[config.mk]
export PLATFORM = sky130hd
export DESIGN_NAME = hpgl_pen_path_parser_unit
export DESIGN_NICKNAME = d
export VERILOG_FILES = /design/src/hdl/hpgl_pkg.sv /design/src/hdl/hpgl_cmd.sv /design/src/hdl/hpgl_rfifo.sv /design/src/hdl/hpgl_pen_path_parser_unit.sv
export SDC_FILE = /design/constraint.sdc
export NUM_CORES = 1
export LEC_CHECK = 0
export BUFFER_PORTS_ARGS = -buffer_cell sky130_fd_sc_hd__buf_2
export CAP_MARGIN = 20
export CELL_PAD_IN_SITES_DETAIL_PLACEMENT = 1
export CELL_PAD_IN_SITES_GLOBAL_PLACEMENT = 1
export CORE_MARGIN = 4
export CORE_UTILIZATION = 50
export CTS_CLUSTER_DIAMETER = 100
export DETAILED_ROUTE_END_ITERATION = 16
export GPL_ROUTABILITY_DRIVEN = 0
export PLACE_DENSITY = 0.83
export SLEW_MARGIN = 20
export SYNTH_ARGS = -nofsm -noshare
export SYNTH_HDL_FRONTEND = slang
export SYNTH_SLANG_ARGS = --single-unit
[constraint.sdc]
create_clock -name clk -period 9.2 [get_ports clk]
set_input_delay 0.46 -clock clk [delete_from_list [all_inputs] [get_ports clk]]
set_output_delay 0.46 -clock clk [all_outputs]
set_load 0.02 [all_outputs]
[src/hdl/hpgl_pkg.sv]
package hpgl_pkg;

	// numbers outside the signed range of this many bits read as 0
	localparam int COORD_BITS = 32;
	localparam int ACC_BITS   = COORD_BITS + 4;
	localparam int OUT_BITS   = 32;

	// result queue; depth must be a power of two
	localparam int FIFO_DEPTH = 4;
	localparam int FIFO_AW    = $clog2(FIFO_DEPTH);
	localparam int FIFO_CW    = FIFO_AW + 1;

	localparam logic [7:0] CH_LF    = 8'h0A;
	localparam logic [7:0] CH_TAB   = 8'h09;
	localparam logic [7:0] CH_VT    = 8'h0B;
	localparam logic [7:0] CH_FF    = 8'h0C;
	localparam logic [7:0] CH_CR    = 8'h0D;
	localparam logic [7:0] CH_SPACE = 8'h20;
	localparam logic [7:0] CH_PLUS  = 8'h2B;
	localparam logic [7:0] CH_COMMA = 8'h2C;
	localparam logic [7:0] CH_MINUS = 8'h2D;
	localparam logic [7:0] CH_ZERO  = 8'h30;
	localparam logic [7:0] CH_NINE  = 8'h39;
	localparam logic [7:0] CH_SEMI  = 8'h3B;

	localparam logic [15:0] OP_PU = 16'h5055;
	localparam logic [15:0] OP_PD = 16'h5044;
	localparam logic [15:0] OP_IN = 16'h494E;
	localparam logic [15:0] OP_SP = 16'h5350;
	localparam logic [15:0] OP_FS = 16'h4653;
	localparam logic [15:0] OP_VS = 16'h5653;

	localparam logic KIND_POINT = 1'b0;
	localparam logic KIND_ERROR = 1'b1;

	typedef struct packed {
		logic                       kind;
		logic signed [OUT_BITS-1:0] x;
		logic signed [OUT_BITS-1:0] y;
		logic                       first;
		logic                       last;
	} result_t;

	// results produced by one character, r0 goes out before r1
	typedef struct packed {
		logic [1:0] n;
		result_t    r0;
		result_t    r1;
	} push_t;

endpackage

[src/hdl/hpgl_cmd.sv]
module hpgl_cmd (
	input  logic          clk,
	input  logic          arst_n,
	input  logic          go,
	input  logic [7:0]    text_char,
	input  logic          file_start,
	output hpgl_pkg::push_t push
);
	import hpgl_pkg::*;

	typedef enum logic [1:0] {PH_LEAD, PH_SIGN, PH_DIGITS, PH_TRAIL} phase_t;

	logic [OUT_BITS-1:0]   pen_x_q, pen_x_d, pen_y_q, pen_y_d;
	logic [15:0]           opc_q, opc_d;
	logic [1:0]            cnt_q, cnt_d;
	logic [COORD_BITS-1:0] acc_q, acc_d;
	logic                  neg_q, neg_d, inv_q, inv_d;
	phase_t                ph_q, ph_d;
	logic [OUT_BITS-1:0]   early_q, early_d;
	logic                  odd_q, odd_d;
	logic [1:0]            seen_q, seen_d;
	logic [OUT_BITS-1:0]   hx_q, hx_d, hy_q, hy_d;
	logic                  hv_q, hv_d, hf_q, hf_d;
	logic                  halt_q, halt_d;
	logic [OUT_BITS-1:0]   val;
	logic [ACC_BITS-1:0]   acc_next;
	logic [ACC_BITS-1:0]   limit;
	logic                  blank, digit, is_pu, is_pd, is_nop;

	assign limit = ACC_BITS'(1) << (COORD_BITS - 1);

	// value of the number read so far, truncated/sign-extended to the output width
	function automatic logic [OUT_BITS-1:0] num_value(
		input logic [COORD_BITS-1:0] acc,
		input logic                  neg,
		input logic                  inv,
		input phase_t                ph
	);
		logic [COORD_BITS-1:0]              v;
		logic signed [COORD_BITS+OUT_BITS-1:0] ext;
		v = '0;
		if (!inv && (ph == PH_DIGITS || ph == PH_TRAIL)) begin
			if (neg)
				v = -acc;
			else if (!acc[COORD_BITS-1])
				v = acc;
		end
		ext = (COORD_BITS+OUT_BITS)'(signed'(v));
		return ext[OUT_BITS-1:0];
	endfunction

	always_comb begin
		pen_x_d = pen_x_q;
		pen_y_d = pen_y_q;
		opc_d   = opc_q;
		cnt_d   = cnt_q;
		acc_d   = acc_q;
		neg_d   = neg_q;
		inv_d   = inv_q;
		ph_d    = ph_q;
		early_d = early_q;
		odd_d   = odd_q;
		seen_d  = seen_q;
		hx_d    = hx_q;
		hy_d    = hy_q;
		hv_d    = hv_q;
		hf_d    = hf_q;
		halt_d  = halt_q;
		push    = '0;
		val     = '0;
		acc_next = '0;
		blank   = 1'b0;
		digit   = 1'b0;
		is_pu   = 1'b0;
		is_pd   = 1'b0;
		is_nop  = 1'b0;

		if (go && file_start) begin
			pen_x_d = '0;
			pen_y_d = '0;
			halt_d  = 1'b0;
			opc_d   = '0;
			cnt_d   = '0;
			acc_d   = '0;
			neg_d   = 1'b0;
			inv_d   = 1'b0;
			ph_d    = PH_LEAD;
			early_d = '0;
			odd_d   = 1'b0;
			seen_d  = '0;
			hx_d    = '0;
			hy_d    = '0;
			hv_d    = 1'b0;
			hf_d    = 1'b0;
		end

		if (go && !halt_d && text_char != CH_LF) begin
			val    = num_value(acc_d, neg_d, inv_d, ph_d);
			is_pu  = (cnt_d == 2'd2) && (opc_d == OP_PU);
			is_pd  = (cnt_d == 2'd2) && (opc_d == OP_PD);
			is_nop = (cnt_d == 2'd2) && (opc_d == OP_IN || opc_d == OP_SP ||
				opc_d == OP_FS || opc_d == OP_VS);

			if (text_char == CH_SEMI) begin
				if (is_pu) begin
					pen_x_d = (seen_d == 2'd0) ? val : early_d;
					pen_y_d = val;
				end else if (is_pd) begin
					if (hv_d) begin
						push.r0 = '{KIND_POINT, hx_d, hy_d, hf_d, !odd_d};
						if (odd_d) begin
							push.r1 = '{KIND_POINT, early_d, val, 1'b0, 1'b1};
							push.n  = 2'd2;
						end else begin
							push.n = 2'd1;
						end
					end
				end else if (!is_nop) begin
					push.r0 = '{KIND_ERROR, '0, '0, 1'b0, 1'b1};
					push.n  = 2'd1;
					halt_d  = 1'b1;
				end
				opc_d   = '0;
				cnt_d   = '0;
				acc_d   = '0;
				neg_d   = 1'b0;
				inv_d   = 1'b0;
				ph_d    = PH_LEAD;
				early_d = '0;
				odd_d   = 1'b0;
				seen_d  = '0;
				hx_d    = '0;
				hy_d    = '0;
				hv_d    = 1'b0;
				hf_d    = 1'b0;
			end else if (cnt_d != 2'd2) begin
				opc_d = {opc_d[7:0], text_char};
				cnt_d = cnt_d + 2'd1;
				if (cnt_d == 2'd2 && opc_d == OP_PD) begin
					hx_d = pen_x_d;
					hy_d = pen_y_d;
					hv_d = 1'b1;
					hf_d = 1'b1;
				end
			end else if (text_char == CH_COMMA) begin
				if (is_pu) begin
					early_d = val;
					if (seen_d != 2'd2)
						seen_d = seen_d + 2'd1;
				end else if (is_pd) begin
					if (!odd_d) begin
						early_d = val;
						odd_d   = 1'b1;
					end else begin
						if (hv_d) begin
							push.r0 = '{KIND_POINT, hx_d, hy_d, hf_d, 1'b0};
							push.n  = 2'd1;
						end
						hx_d  = early_d;
						hy_d  = val;
						hv_d  = 1'b1;
						hf_d  = 1'b0;
						odd_d = 1'b0;
					end
				end
				acc_d = '0;
				neg_d = 1'b0;
				inv_d = 1'b0;
				ph_d  = PH_LEAD;
			end else if (!inv_d) begin
				digit = (text_char >= CH_ZERO) && (text_char <= CH_NINE);
				blank = (text_char == CH_SPACE) || (text_char == CH_TAB) ||
					(text_char == CH_VT) || (text_char == CH_FF) ||
					(text_char == CH_CR);
				// acc*10 + digit; exceeding the magnitude limit poisons the number
				acc_next = (ACC_BITS'(acc_d) << 3) + (ACC_BITS'(acc_d) << 1) +
					ACC_BITS'(text_char - CH_ZERO);
				if (digit && ph_d != PH_TRAIL) begin
					if (acc_next > limit)
						inv_d = 1'b1;
					else
						acc_d = acc_next[COORD_BITS-1:0];
					ph_d = PH_DIGITS;
				end else if ((text_char == CH_PLUS || text_char == CH_MINUS) &&
					ph_d == PH_LEAD) begin
					neg_d = (text_char == CH_MINUS);
					ph_d  = PH_SIGN;
				end else if (blank && ph_d != PH_SIGN) begin
					if (ph_d == PH_DIGITS)
						ph_d = PH_TRAIL;
				end else begin
					inv_d = 1'b1;
				end
			end
		end
	end

	always_ff @(posedge clk or negedge arst_n) begin
		if (!arst_n) begin
			pen_x_q <= '0;
			pen_y_q <= '0;
			opc_q   <= '0;
			cnt_q   <= '0;
			acc_q   <= '0;
			neg_q   <= 1'b0;
			inv_q   <= 1'b0;
			ph_q    <= PH_LEAD;
			early_q <= '0;
			odd_q   <= 1'b0;
			seen_q  <= '0;
			hx_q    <= '0;
			hy_q    <= '0;
			hv_q    <= 1'b0;
			hf_q    <= 1'b0;
			halt_q  <= 1'b0;
		end else begin
			pen_x_q <= pen_x_d;
			pen_y_q <= pen_y_d;
			opc_q   <= opc_d;
			cnt_q   <= cnt_d;
			acc_q   <= acc_d;
			neg_q   <= neg_d;
			inv_q   <= inv_d;
			ph_q    <= ph_d;
			early_q <= early_d;
			odd_q   <= odd_d;
			seen_q  <= seen_d;
			hx_q    <= hx_d;
			hy_q    <= hy_d;
			hv_q    <= hv_d;
			hf_q    <= hf_d;
			halt_q  <= halt_d;
		end
	end

endmodule

[src/hdl/hpgl_rfifo.sv]
module hpgl_rfifo (
	input  logic              clk,
	input  logic              arst_n,
	input  hpgl_pkg::push_t   push,
	input  logic              out_stall,
	output logic              out_valid,
	output hpgl_pkg::result_t head,
	output logic              room
);
	import hpgl_pkg::*;

	result_t              mem_q [FIFO_DEPTH];
	logic [FIFO_AW-1:0]   rd_q, wr_q;
	logic [FIFO_CW-1:0]   cnt_q;
	logic                 pop;

	assign out_valid = (cnt_q != '0);
	assign head      = mem_q[rd_q];
	assign pop       = out_valid && !out_stall;
	// room for the worst case of two words from one character
	assign room      = (cnt_q <= FIFO_CW'(FIFO_DEPTH - 2));

	always_ff @(posedge clk) begin
		if (push.n != 2'd0)
			mem_q[wr_q] <= push.r0;
		if (push.n == 2'd2)
			mem_q[wr_q + FIFO_AW'(1)] <= push.r1;
	end

	always_ff @(posedge clk or negedge arst_n) begin
		if (!arst_n) begin
			rd_q  <= '0;
			wr_q  <= '0;
			cnt_q <= '0;
		end else begin
			if (pop)
				rd_q <= rd_q + FIFO_AW'(1);
			wr_q  <= wr_q + FIFO_AW'(push.n);
			cnt_q <= cnt_q + FIFO_CW'(push.n) - FIFO_CW'(pop);
		end
	end

endmodule

[src/hdl/hpgl_pen_path_parser_unit.sv]
// HPGL pen path parser. Takes one text character per cycle and turns PD commands into polyline
// points (kind 0) and unknown opcodes into an error word (kind 1), after which everything is
// ignored until a character with file_start set. A character is registered on acceptance and
// processed once the result queue has room; its words are then written into the queue, whose
// head drives the output. A new character is taken every cycle as long as the four-entry
// result queue has room for two more words; a stalled output fills the queue and then stalls
// the input.
module hpgl_pen_path_parser_unit (
	input  logic        clk,
	input  logic        arst_n,
	input  logic        in_valid,
	output logic        in_stall,
	input  logic [7:0]  text_char,
	input  logic        file_start,
	output logic        out_valid,
	input  logic        out_stall,
	output logic        kind,
	output logic signed [31:0] point_x,
	output logic signed [31:0] point_y,
	output logic        first_point,
	output logic        last_point
);
	import hpgl_pkg::*;

	logic       valid_s1;
	logic [7:0] char_s1;
	logic       fs_s1;
	logic       room;
	logic       go;
	logic       load;
	push_t      push;
	result_t    head;

	assign go       = valid_s1 && room;
	assign in_stall = valid_s1 && !room;
	assign load     = in_valid && !in_stall;

	always_ff @(posedge clk or negedge arst_n) begin
		if (!arst_n) begin
			valid_s1 <= 1'b0;
		end else if (load) begin
			valid_s1 <= 1'b1;
		end else if (go) begin
			valid_s1 <= 1'b0;
		end
	end

	always_ff @(posedge clk) begin
		if (load) begin
			char_s1 <= text_char;
			fs_s1   <= file_start;
		end
	end

	hpgl_cmd u_cmd (
		.clk        (clk),
		.arst_n     (arst_n),
		.go         (go),
		.text_char  (char_s1),
		.file_start (fs_s1),
		.push       (push)
	);

	hpgl_rfifo u_rfifo (
		.clk       (clk),
		.arst_n    (arst_n),
		.push      (push),
		.out_stall (out_stall),
		.out_valid (out_valid),
		.head      (head),
		.room      (room)
	);

	assign kind        = head.kind;
	assign point_x     = head.x;
	assign point_y     = head.y;
	assign first_point = head.first;
	assign last_point  = head.last;

endmodule
==> reports/metrics.csv <==
stage,metric,value,unit
final_layout,"Core Util, Final",55.2,%
synthesis,"top cells by area, synth","edfxtp_1 (28%), dfrtp_1 (20%), nand2_1 (6.2%)",
sta,clock period minus worst slack,7020,ps
critical_path,crit path DAT,7270,ps
worst_hold_path,HP Start,text_char[3],
placement,Post-DP HPWL,61100,um
final_layout,Seq. cell area,0.0139,mm^2
power,Flop pwr share,38.0,%
floorplan,core region area,0.0565,mm^2
final_layout,layout cells sized above 1,13.0,%
clock_network,maximum clock insertion buffer count,3,
sta,Final Setup Violations,0,
sta,"Hold Violations, Final",0,
critical_path,Reg2Reg Depth,16,
sta,worst-margin pin slew,1120,ps
route,wire length per cell,28.0,um
floorplan,row count,87,
clock_network,Post-CTS Hold Fix Bufs,1,
critical_path,Worst setup SP type,register,
route,Post-route DRC,0,
grt,Overflow after GRT,0,
sta,final setup margin,2180,ps
route,Vias/cell,7.03,
clock_network,CTS tree,built,
worst_hold_path,hold path depth,1,
power,Comb pwr share,31.4,%
job,Max-Cap Viols,0,
power,internal power,4.35,mW
sta,Clock Skews,29.8,ps
route,via count,24900,
synthesis,synth unique cells,91,
route,top sig layer,met4,
sta,post-route clock period utilization,76.3,%
grt,total track usage,32.1,%
power,power consumption,6.93,mW
final_layout,"commonest non-fill, non-tap cell in the layout",nand2_1,
route,met2 WL,48500,um
power,sw frac,37.2,%
synthesis,syn_nets,2908,
critical_path,Crit. End Element,register,
critical_path,r2r endpoint,u_rfifo.mem_q[3][13],
sta,Relative slew margins,25.3,%
power,Lkg Pwr,12.0,nW
floorplan,Die X,247,um
synthesis,Post-synth EDFFs,269,
route,Routed WL,99200,um
clock_network,Clock Pin Slew Worst Setup and Hold Paths,60,ps
worst_hold_path,worst min-delay path category,in2reg,
synthesis,ys async rst share,45.1,%
clock_network,Skew-Pair Late Insertion Delay,620,ps
placement,"Cell Area, Placed",0.0294,mm^2
critical_path,CP cell instances,"a21oi_1, nand3_4, nand2_1, ha_2, inv_1, or4b_1, nor3_2, nand3_1, nor3_4, buf_4, nand3_1, o211ai_2, nand3_1, buf_4, nand2_4, buf_4",
final_layout,area growth from synthesis to layout,9.02,%
sta,Setup TNS,0,ps
power,sw power,2.58,mW
synthesis,Yosys warning count,0,
clock_network,clock sinks,505,
clock_network,Post-CTS Setup Inserts,0,
clock_network,post-CTS resize count,0,
synthesis,ys flop type,edfxtp_1,
synthesis,synthesized cell area,0.0286,mm^2
critical_path,Worst Path Required,9450,ps
floorplan,Die Height,247,um
synthesis,Yosys top cell area share,28.2,%
critical_path,Worst path max stage delay,630,ps
route,Final ANT Viol Nets,0,
final_layout,most frequent cells in the layout,"nand2_1 (462), edfxtp_1 (269), o21ai_0 (253), dfrtp_1 (226), o22ai_1 (149)",
final_layout,multi-input logic area,0.0136,mm^2
clock_network,CTS H-Tree Depth,2,
power,Max IR drop VDD,0.151,mV
power,pwr/cell area,222,mW/mm^2
floorplan,die footprint,0.0611,mm^2
synthesis,Yosys reg bits,505,
critical_path,CP Max Fanout,45,
critical_path,r2r startpoint,u_rfifo.cnt_q[1],
clock_network,cts bufs inserted,53,
final_layout,antenna fix cells,0,
critical_path,Worst R2R Setup Slack,2180,ps
route,First DRT Iteration DRCs,2356,
route,WL met3,8620,um
critical_path,Buf/Inv on CP,4,
placement,IO Port Bufs,81,
synthesis,post-synth top area cell,edfxtp_1,
synthesis,syn_area_per_cell,10.2,um^2
sta,RSZ-0062 raised after global routing,no,
final_layout,Final nets,2834,
floorplan,io pins,82,
grt,vias in the first global route,26500,
synthesis,Mapped Cells,2815,
worst_hold_path,hold path endpoint,char_s1[3],
grt,initial antenna violation count,0,
grt,first-pass GRT wire length,154000,um
final_layout,fillers,6133,
sta,Final Max Slew Viols,0,
placement,"worst slack, placed",2320,ps
status,status,completed,
synthesis,"Seq/Total Area, Yosys",48.8,%
critical_path,Crit. path cell count,16,
final_layout,"Design Area, Final",0.0312,mm^2
sta,Max Freq,0.142,GHz
floorplan,initial core utilization,50.6,%
clock_network,CTS Root Buffer Type,clkbuf_16,
power,clock power share,30.6,%
grt,largest net degree at the start of global routing,103,
critical_path,crit path max-delay cell type,nand2_4,
critical_path,kind of critical path,reg2reg,
critical_path,"Largest delay share family, worst path",simple AND/OR/NAND/NOR gates,
route,Post-Route M1 WL,37200,um
route,detailed-router iteration count before antenna repair,5,
-- cell usage after synthesis, types with 6 or more instances --
cell type,number
nor3_1,28
xor2_1,14
nand4b_1,6
fa_1,11
a22oi_1,72
o21a_1,8
dfrtp_1,228
a21o_1,17
o31ai_1,9
mux4_2,67
xnor2_1,46
ha_1,69
or2_2,15
o22ai_1,149
buf_1,26
and3_1,14
dfxtp_1,8
nand4_1,17
or3_1,12
a211oi_1,10
buf_2,28
clkbuf_1,198
nor2_1,134
o21ai_1,9
inv_1,45
o211ai_1,12
and2_1,15
a31o_2,22
a32o_1,129
nand2b_1,7
a31oi_1,17
a21oi_1,115
a22o_1,50
nor2b_1,11
nand3_1,92
nor4_1,7
o21ai_0,253
edfxtp_1,269
nand2_1,469
-- worst max path at each step --
stage / from / to / slack, ps
after global routing: u_rfifo.cnt_q[1] / u_rfifo.mem_q[3][23] / 1830
after global placement: u_rfifo.cnt_q[1] / u_rfifo.mem_q[3][23] / 2700
after detailed placement: u_rfifo.cnt_q[1] / u_rfifo.mem_q[3][58] / 2320
after CTS: u_rfifo.cnt_q[1] / u_rfifo.mem_q[3][13] / 2250
after floorplan: u_rfifo.cnt_q[1] / u_rfifo.mem_q[1][0] / 2570
final: u_rfifo.cnt_q[1] / u_rfifo.mem_q[3][13] / 2180
-- cell type report --
type / instances / share of cell area (%)
flip-flops and latches: 505 / 44.7
multi-input cells: 2009 / 43.7
clock buffers: 77 / 4.80
well taps: 756 / 3.03
repair buffers: 126 / 2.54
clock inverters: 23 / 0.598
inverters: 46 / 0.554
-- through the flow --
stage / hold WS (ps) / instances
after floorplan: 164 / 2815
after global placement: 447 / 3438
after detailed placement: 471 / 3439
after CTS: 8.12 / 3540
after global routing: 16.5 / 3542
final: 34.8 / 3542
-- metal layers --
layer  track usage (%)  vias up
met5                 0        -
met2              54.2     1408
met4              15.3        0
li1                  -    10500
met1              40.0    12600
met3              5.70      349
-- registers in the layout, summed over array words and instances, names as in the netlist, 3 cells and up --
signal         count
u_rfifo.cnt_q      3
u_cmd.opc_q       16
u_cmd.early_q     32
u_cmd.hx_q        32
u_rfifo.mem_q    268
u_cmd.acc_q       32
u_cmd.hy_q        32
u_cmd.pen_x_q     32
char_s1            8
u_cmd.pen_y_q     32
-- worst register-to-register path, cell delays in order (launching register included) --
cell and delay (ps):
dfrtp_1 390, a21oi_1 430, nand3_4 590, nand2_1 380
ha_2 270, inv_1 70, or4b_1 570, nor3_2 280
nand3_1 340, nor3_4 290, buf_4 620, nand3_1 280
o211ai_2 360, nand3_1 230, buf_4 360, nand2_4 660
buf_4 550
-- power by group through the flow --
stage | Clock, mW | Combinational (mW) | Sequential [mW]
after global routing | 2.25 | 2.32 | 2.65
after global placement | 0 | 2.07 | 2.67
after CTS | 2.13 | 2.16 | 2.63
after detailed placement | 0 | 2.14 | 2.67
after floorplan | 0 | 1.51 | 2.56
final | 2.12 | 2.18 | 2.63
-- logic make-up (layout without fill, tap and decap cells) --
kind of cell	Yosys count	count (layout)	share of synthesized area, %
DFF	505	505	48.8
adders and majority gates	80	80	3.79
xor gates and xnor gates	60	60	1.84
AOI/OAI and AO/OA	935	935	22.5
and+or+nand+nor	860	860	13.4
muxes	74	74	5.55
buffers and inverters	301	272	4.13
No activity file was read; power rests on OpenSTA's default activity.
